**src/rtl/hcbd_pkg.sv**
```systemverilog
// ----------------------------------------------------------------------------
// hcbd_pkg: shared types and constants of the chunked body decoder
// Item and result records, framing characters and status codes.
// ----------------------------------------------------------------------------
package hcbd_pkg;

	// Width of the chunk size accumulator and of the data byte counter.
	localparam int SIZE_BITS = 32;

	localparam logic [7:0] CH_CR = 8'h0d;
	localparam logic [7:0] CH_LF = 8'h0a;

	// Result status codes.
	localparam logic [1:0] ST_OK       = 2'd0;
	localparam logic [1:0] ST_ZERO     = 2'd1;
	localparam logic [1:0] ST_TRUNC    = 2'd2;
	localparam logic [1:0] ST_OVERFLOW = 2'd3;

	typedef struct packed {
		logic [7:0] body_byte;
		logic       end_of_input;
	} item_t;

	typedef struct packed {
		logic       data_valid;
		logic [7:0] out_byte;
		logic       body_end;
		logic [1:0] status;
	} result_t;

endpackage

```
**src/rtl/hcbd_decoder.sv**
```systemverilog
// ----------------------------------------------------------------------------
// hcbd_decoder: chunk framing state machine
// Holds the decode state and works out the result of one body byte.
// ----------------------------------------------------------------------------
module hcbd_decoder import hcbd_pkg::*; (
	input  logic    clk,
	input  logic    arst_n,
	input  logic    enable,
	input  logic    advance,
	input  item_t   item,
	output logic    res_valid,
	output result_t res
);

	typedef enum logic [2:0] {
		PH_START  = 3'd0,
		PH_DROP   = 3'd1,
		PH_DIGITS = 3'd2,
		PH_SKIP   = 3'd3,
		PH_DATA   = 3'd4,
		PH_DONE   = 3'd5
	} phase_t;

	phase_t               phase_q, phase_n;
	logic [SIZE_BITS-1:0] acc_q, acc_n, acc_cur;
	logic [SIZE_BITS-1:0] left_q, left_n, left_dec;
	logic                 digit_q, digit_n, digit_cur;
	logic                 saw_cr_q, saw_cr_n;

	logic       is_cr, is_lf, hex_ok, do_digit, valid, ended;
	logic [3:0] hex_val;
	logic [1:0] st;

	function automatic logic [4:0] hex_decode(input logic [7:0] c);
		logic [4:0] r;
		r = 5'd0;
		if (c >= "0" && c <= "9") begin
			r = {1'b1, 4'(c - "0")};
		end else if (c >= "a" && c <= "f") begin
			r = {1'b1, 4'(c - "a" + 8'd10)};
		end else if (c >= "A" && c <= "F") begin
			r = {1'b1, 4'(c - "A" + 8'd10)};
		end
		return r;
	endfunction

	assign is_cr             = (item.body_byte == CH_CR);
	assign is_lf             = (item.body_byte == CH_LF);
	assign {hex_ok, hex_val} = hex_decode(item.body_byte);
	assign left_dec          = left_q - SIZE_BITS'(1);

	// A new size line starts from a cleared accumulator.
	assign acc_cur   = (phase_q == PH_START) ? '0 : acc_q;
	assign digit_cur = (phase_q == PH_START) ? 1'b0 : digit_q;

	always_comb begin
		phase_n  = phase_q;
		acc_n    = acc_q;
		left_n   = left_q;
		digit_n  = digit_q;
		saw_cr_n = saw_cr_q;
		valid    = 1'b0;
		ended    = 1'b0;
		st       = ST_OK;
		do_digit = 1'b0;

		if (!enable) begin
			valid = 1'b1;
			ended = item.end_of_input;
		end else begin
			unique case (phase_q)
				PH_START: begin
					acc_n   = '0;
					digit_n = 1'b0;
					if (is_cr) begin
						phase_n = PH_DROP;
					end else begin
						do_digit = 1'b1;
					end
				end
				PH_DROP: begin
					phase_n = PH_DIGITS;
				end
				PH_DIGITS: begin
					do_digit = 1'b1;
				end
				PH_SKIP: begin
					if (saw_cr_q && is_lf) begin
						left_n   = acc_q;
						acc_n    = '0;
						saw_cr_n = 1'b0;
						phase_n  = PH_DATA;
					end else begin
						saw_cr_n = is_cr;
					end
				end
				PH_DATA: begin
					valid = 1'b1;
					if (left_q != '0) begin
						left_n = left_dec;
					end
					if (left_q == '0 || left_dec == '0) begin
						phase_n = PH_START;
					end
				end
				PH_DONE: begin
				end
				default: begin
					phase_n = PH_START;
				end
			endcase

			if (do_digit) begin
				phase_n = PH_DIGITS;
				if (hex_ok) begin
					if (acc_cur[SIZE_BITS-1 -: 4] != 4'd0) begin
						ended   = 1'b1;
						st      = ST_OVERFLOW;
						phase_n = PH_DONE;
					end else begin
						acc_n   = {acc_cur[SIZE_BITS-5:0], hex_val};
						digit_n = 1'b1;
					end
				end else if (!digit_cur || acc_cur == '0) begin
					ended   = 1'b1;
					st      = ST_ZERO;
					phase_n = PH_DONE;
				end else begin
					saw_cr_n = is_cr;
					phase_n  = PH_SKIP;
				end
			end

			// A body that is already finished reports nothing more, not even
			// an early end of input.
			if (item.end_of_input && !ended && phase_q != PH_DONE) begin
				ended = 1'b1;
				st    = ST_TRUNC;
			end
		end

		// The last byte of a body always leaves the decoder ready for the next.
		if (item.end_of_input) begin
			phase_n  = PH_START;
			acc_n    = '0;
			left_n   = '0;
			digit_n  = 1'b0;
			saw_cr_n = 1'b0;
		end
	end

	assign res_valid      = valid || ended;
	assign res.data_valid = valid;
	assign res.out_byte   = valid ? item.body_byte : 8'd0;
	assign res.body_end   = ended;
	assign res.status     = ended ? st : ST_OK;

	always_ff @(posedge clk or negedge arst_n) begin
		if (!arst_n) begin
			phase_q  <= PH_START;
			acc_q    <= '0;
			left_q   <= '0;
			digit_q  <= 1'b0;
			saw_cr_q <= 1'b0;
		end else if (advance) begin
			phase_q  <= phase_n;
			acc_q    <= acc_n;
			left_q   <= left_n;
			digit_q  <= digit_n;
			saw_cr_q <= saw_cr_n;
		end
	end

endmodule

```
**src/rtl/hcbd_out_reg.sv**
```systemverilog
// ----------------------------------------------------------------------------
// hcbd_out_reg: result register
// Holds one result until the downstream side takes the transfer.
// ----------------------------------------------------------------------------
module hcbd_out_reg import hcbd_pkg::*; (
	input  logic    clk,
	input  logic    arst_n,
	input  logic    load,
	input  logic    load_valid,
	input  result_t load_data,
	input  logic    stall,
	output logic    ready,
	output logic    valid,
	output result_t data
);

	logic    valid_q;
	result_t data_q;

	// The register can take a new result when empty or when its transfer completes.
	assign ready = !valid_q || !stall;
	assign valid = valid_q;
	assign data  = data_q;

	always_ff @(posedge clk or negedge arst_n) begin
		if (!arst_n) begin
			valid_q <= 1'b0;
		end else if (ready) begin
			valid_q <= load && load_valid;
		end
	end

	always_ff @(posedge clk) begin
		if (ready && load && load_valid) begin
			data_q <= load_data;
		end
	end

endmodule

```
**src/rtl/http_chunked_body_decoder_top.sv**
```systemverilog
// ----------------------------------------------------------------------------
// http_chunked_body_decoder_top: HTTP chunked body decoder
// Strips chunked transfer framing from a byte stream of HTTP body data.
// ----------------------------------------------------------------------------
// The decoder takes one body byte per clock cycle while the result channel
// does not stall, and returns at most one result per byte; each byte passes
// through the input register and then the result register. That rate is set by
// the decode state logic, which is combinational so the next byte can follow
// at once. Bytes that carry framing (size lines, extensions, CR LF) or that
// come after a finished body give no result. A result carries a data byte,
// an end-of-body flag, or both; status is ok, zero chunk reached, input ended
// early, or size overflow, and is ok whenever body_end is low. After a byte
// marked end_of_input the decoder starts over for a new body. With
// chunked_enable low every byte passes through unchanged. The enable register
// should only be written while no byte is in flight.
// ----------------------------------------------------------------------------
module http_chunked_body_decoder_top import hcbd_pkg::*; (
	input  logic       clk,
	input  logic       arst_n,

	// Configuration write channel: chunked_enable.
	input  logic       cfg_valid,
	output logic       cfg_ready,
	input  logic       cfg_data,

	// Body byte channel.
	input  logic       body_valid,
	output logic       body_stall,
	input  logic [7:0] body_byte,
	input  logic       end_of_input,

	// Result channel.
	output logic       result_valid,
	input  logic       result_stall,
	output logic       data_valid,
	output logic [7:0] out_byte,
	output logic       body_end,
	output logic [1:0] status
);

	logic    enable_q;
	logic    valid_s1;
	item_t   item_s1;
	logic    advance;
	logic    out_ready;
	logic    dec_valid;
	result_t dec_res;
	result_t out_res;

	// The register write is always taken in the cycle it is offered.
	assign cfg_ready = 1'b1;

	always_ff @(posedge clk or negedge arst_n) begin
		if (!arst_n) begin
			enable_q <= 1'b0;
		end else if (cfg_valid && cfg_ready) begin
			enable_q <= cfg_data;
		end
	end

	// The byte in the input register is decoded in the cycle that the result
	// register can take its outcome. A byte with no result still needs that
	// slot, which keeps the order of results plain.
	assign advance    = valid_s1 && out_ready;
	assign body_stall = valid_s1 && !out_ready;

	always_ff @(posedge clk or negedge arst_n) begin
		if (!arst_n) begin
			valid_s1 <= 1'b0;
		end else if (!body_stall) begin
			valid_s1 <= body_valid;
		end
	end

	always_ff @(posedge clk) begin
		if (body_valid && !body_stall) begin
			item_s1.body_byte    <= body_byte;
			item_s1.end_of_input <= end_of_input;
		end
	end

	hcbd_decoder u_decoder (
		.clk       (clk),
		.arst_n    (arst_n),
		.enable    (enable_q),
		.advance   (advance),
		.item      (item_s1),
		.res_valid (dec_valid),
		.res       (dec_res)
	);

	hcbd_out_reg u_out_reg (
		.clk        (clk),
		.arst_n     (arst_n),
		.load       (advance),
		.load_valid (dec_valid),
		.load_data  (dec_res),
		.stall      (result_stall),
		.ready      (out_ready),
		.valid      (result_valid),
		.data       (out_res)
	);

	assign data_valid = out_res.data_valid;
	assign out_byte   = out_res.out_byte;
	assign body_end   = out_res.body_end;
	assign status     = out_res.status;

	// A result always carries a data byte or the end of the body.
	a_result_nonempty: assert property (@(posedge clk) disable iff (!arst_n)
		result_valid |-> (data_valid || body_end))
		else $error("result without data or end of body");

	// Status is only meaningful at the end of the body.
	a_status_ok_mid_body: assert property (@(posedge clk) disable iff (!arst_n)
		(result_valid && !body_end) |-> (status == ST_OK))
		else $error("status set on a result that does not end the body");

	// No data byte means a zero byte field.
	a_byte_zero: assert property (@(posedge clk) disable iff (!arst_n)
		(result_valid && !data_valid) |-> (out_byte == 8'd0))
		else $error("out_byte nonzero without data");

	// Upstream is held back only by a full result register facing a stall.
	a_stall_cause: assert property (@(posedge clk) disable iff (!arst_n)
		body_stall |-> (result_valid && result_stall))
		else $error("body channel stalled without downstream stall");

endmodule

```
**config.mk**
```make
export PLATFORM = sky130hd
export DESIGN_NAME = http_chunked_body_decoder_top
export DESIGN_NICKNAME = d
export VERILOG_FILES = /design/src/rtl/hcbd_pkg.sv /design/src/rtl/hcbd_decoder.sv /design/src/rtl/hcbd_out_reg.sv /design/src/rtl/http_chunked_body_decoder_top.sv
export SDC_FILE = /design/constraint.sdc
export NUM_CORES = 1
export LEC_CHECK = 0
export BUFFER_PORTS_ARGS = -buffer_cell sky130_fd_sc_hd__buf_2
export CORE_MARGIN = 8
export CORE_UTILIZATION = 45
export DETAILED_ROUTE_END_ITERATION = 8
export PLACE_DENSITY = 0.7
export SLEW_MARGIN = 20
export SYNTH_ARGS = -nofsm -noshare
export SYNTH_HDL_FRONTEND = slang
export SYNTH_SLANG_ARGS = --single-unit
```
**constraint.sdc**
```tcl
create_clock -name clk -period 7.05 [get_ports clk]
set_input_delay 1.0575 -clock clk [delete_from_list [all_inputs] [get_ports clk]]
set_output_delay 1.0575 -clock clk [all_outputs]
set_load 0.005 [all_outputs]
```
==> metrics.txt <==
GRT Util Overall 17.38%; Max Slew Vio Count 0; Die Y-Extent 125.3 um; most common cell after layout, fill and taps aside dfrtp_1; outcome finished clean; total grt overflow 0; WP buf/inv 1; leakage power 2.424 nW; Nets 579; Seq/Total Area, Yosys 45.26%; layout cell share with drive strength beyond 1 15.99%; Worst Hold Launch u_decoder.digit_q; complex-gate fraction of the synthesized area 24.52%; clock root buffer clkbuf_16; Fin. Hold Viols 0; WL final 13390 um; CTS clock-pin slew for the worst setup and hold paths 70 ps; CP required 7340 ps; Worst Clk Skew 10.73 ps; CP Capture Type flip-flop; TritonCTS Buffers 9; largest family of logic cells by synthesized area compound AO/OA/AOI/OAI gates; Port Buffers 28; crit-path cells inv_1 -> ha_1 -> o21bai_4 -> a2111oi_4 -> a31o_4 -> o21a_2 -> nand2_1 -> or2_1 -> nor3_4 -> a22o_1; ratio of final minimum period to clock period 48.54%; I/O Pins 30; RR Startpoint item_s1[2]; worst hold margin 486.5 ps; Worst R2R Setup Slack 3630 ps; Seq cells post-synth 93; maximum clock insertion buffer count 2; via count 4513; adder-cell share of the synthesized area 1.397%; CTS tree yes; synthesized cell area 0.005374 sq mm; area grow syn2layout 8.265%; MaxCap Viol Count 0; n_diodes 0; critical path's largest stage delay 810 ps; startpoint types flip-flop; crit-path max FO 28; Die ar. 0.01570 sq mm; worst r2r path cells 10; hpwl dp 9280 um; Core Area 0.01181 sq mm; count of cell types in the netlist 78; Vias/cell 6.356; Placer Congestion 0.8756; Post-synth ARST share 77.42%; initial antenna violation count 0; arrival time at the worst endpoint 3710 ps; Skew-Pair Late Insertion Delay 360 ps; ys flop type dfrtp_1; depth of the worst hold-timing path 1; Syn Nets 570; slew margin rel. 29.05%; post-synthesis area per instance 9.789 sq um; Detail Route Antenna Nets 0; vias in the first global route 4187; cell count after synthesis 549; DRT iter0 DRCs 435; DRC 0; row count 40; worst slew pin tran 1064 ps; Setup violations, final 0; Reg-to-Reg End u_decoder.acc_q[16]; # fillers 1069; Ys Warns 0; area of the multi-input gates 0.002710 sq mm; Pwr per Cell Area 509.9 mW/mm^2; RSZ-0062 raised after global routing false; clk sinks 93; crit path time final 3422 ps; delay-heaviest family, CP compound AO/OA/AOI/OAI gates; first-pass GRT wire length 22140 um; max frequency 292.2 MHz; Post-CTS Repair Setup Buffers 0; DRT Pass-1 Iters 5; Hold Path Class reg -> reg; # hold bufs at CTS 0; Post-synth EDFFs 21; post-synthesis simple-gate area fraction 22.58%; Initial Util 45.50%; Slowest-stage cell, CP nor3_4; largest net degree at the start of global routing 73; die width 125.3 um; XOR/XNOR Fraction of Synth Area 1.141%; worst hold path endpoint u_decoder.digit_q; maximum vdd drop 0.1995 mV; cts repair resizes 0; H-tree Lvls 3; CP Class reg -> reg; commonest non-fill, non-tap cells in the layout dfrtp_1, nor2_1, a21oi_1, nand2_1; Register Area 0.002432 sq mm; Setup TNS Final 0 ps; WL per Instance 18.86 um; multiplexer area fraction after synthesis 0.6752%
## power breakdown
group | internal (mW) | switching [mW] | total (mW)
sequential | 0.646 | 0.124 | 0.769
combinational | 0.620 | 1.11 | 1.73
clock | 0.244 | 0.225 | 0.469
total | 1.51 | 1.46 | 2.97
## stage by stage
stage | instances | setup slack (ps) | instance area (sq um) | power [mW] | util (%)
after floorplan | 549 | 4334 | 5374 | 2.105 | -
after global placement | 694 | 3774 | 5534 | 2.457 | 46.85
after detailed placement | 694 | 3664 | 5534 | 2.464 | 46.85
after CTS | 710 | 3642 | 5818 | 2.945 | 49.26
after global routing | 710 | 3438 | 5818 | 3.203 | 49.26
final | 710 | 3628 | 5818 | 2.967 | 49.26
## worst max-delay path by stage
stage | start | endpoint | slack (ps) | cells past startpoint
after floorplan | u_decoder.left_q[0] | u_decoder.phase_q[1] | 4330 | 10
after global placement | item_s1[1] | u_decoder.acc_q[22] | 3770 | 10
after detailed placement | item_s1[2] | u_decoder.acc_q[16] | 3660 | 10
after CTS | item_s1[2] | u_decoder.acc_q[16] | 3640 | 10
after global routing | item_s1[2] | u_decoder.acc_q[31] | 3440 | 10
final | item_s1[2] | u_decoder.acc_q[16] | 3630 | 10
## final cells by class
cell class | count | share of cell area (%)
clock buffer | 9 | 3.871
clock inverter | 7 | 1.011
inverter | 12 | 0.7742
multi-input combinational | 411 | 46.58
sequential | 93 | 41.81
tap | 147 | 3.161
timing repair buffer | 31 | 2.796
## state kept, by name, indices dropped and copies added (netlist names)
name and cells:
valid_s1 1, enable_q 1, u_decoder.saw_cr_q 1, u_decoder.digit_q 1, u_decoder.phase_q 3, item_s1 9, u_out_reg.valid 1, u_out_reg.data 12
u_decoder.acc_q 32, u_decoder.left_q 32
## kinds of logic after synthesis
| logic type | after synthesis |
|---|---|
| DFF | 93 |
| other | 1 |
| and+or+nand+nor | 207 |
| muxes | 3 |
| adders and majority gates | 6 |
| xor gates and xnor gates | 7 |
| buffers and inverters | 45 |
| AOI/OAI and AO/OA | 187 |
## worst register-to-register path, cell delays in order, from the launching register on
cell,delay (ps)
edfxtp_1,470
inv_1,140
ha_1,250
o21bai_4,100
a2111oi_4,540
a31o_4,180
o21a_2,180
nand2_1,80
or2_1,340
nor3_4,810
a22o_1,260
## cells in the mapped netlist (all sizes together) (3+ instances only)
cell type / number / share of area, %
dfrtp: 72 / 34
o21ai: 54 / 5.6
a21oi: 42 / 4.0
nor2: 42 / 2.9
nand2: 37 / 2.7
nor3: 33 / 3.9
a22o: 28 / 4.6
nor4: 23 / 3.6
edfxtp: 21 / 12
buf: 19 / 2.5
clkbuf: 14 / 0.98
and2: 12 / 1.4
inv: 11 / 0.77
o31ai: 11 / 1.5
a31oi: 8 / 0.93
nand3: 8 / 0.75
or3: 8 / 1.0
nand4: 7 / 1.0
a22oi: 6 / 0.84
ha: 6 / 1.4
xnor2: 6 / 0.98
nand2b: 5 / 0.58
nor3b: 5 / 0.88
o211ai: 5 / 0.70
or2: 5 / 0.58
a21o: 4 / 0.56
a32oi: 4 / 0.65
nor2b: 4 / 0.47
nor4b: 4 / 0.65
or4: 4 / 0.63
a2bb2oi: 3 / 0.49
## per-layer routing
layer  track usage, %  wire (um)
met5                0          0
met4            6.948        276
met3            4.420       1037
met2            25.25       5946
met1            24.11       6127
Power figures use the tool's default switching activity.
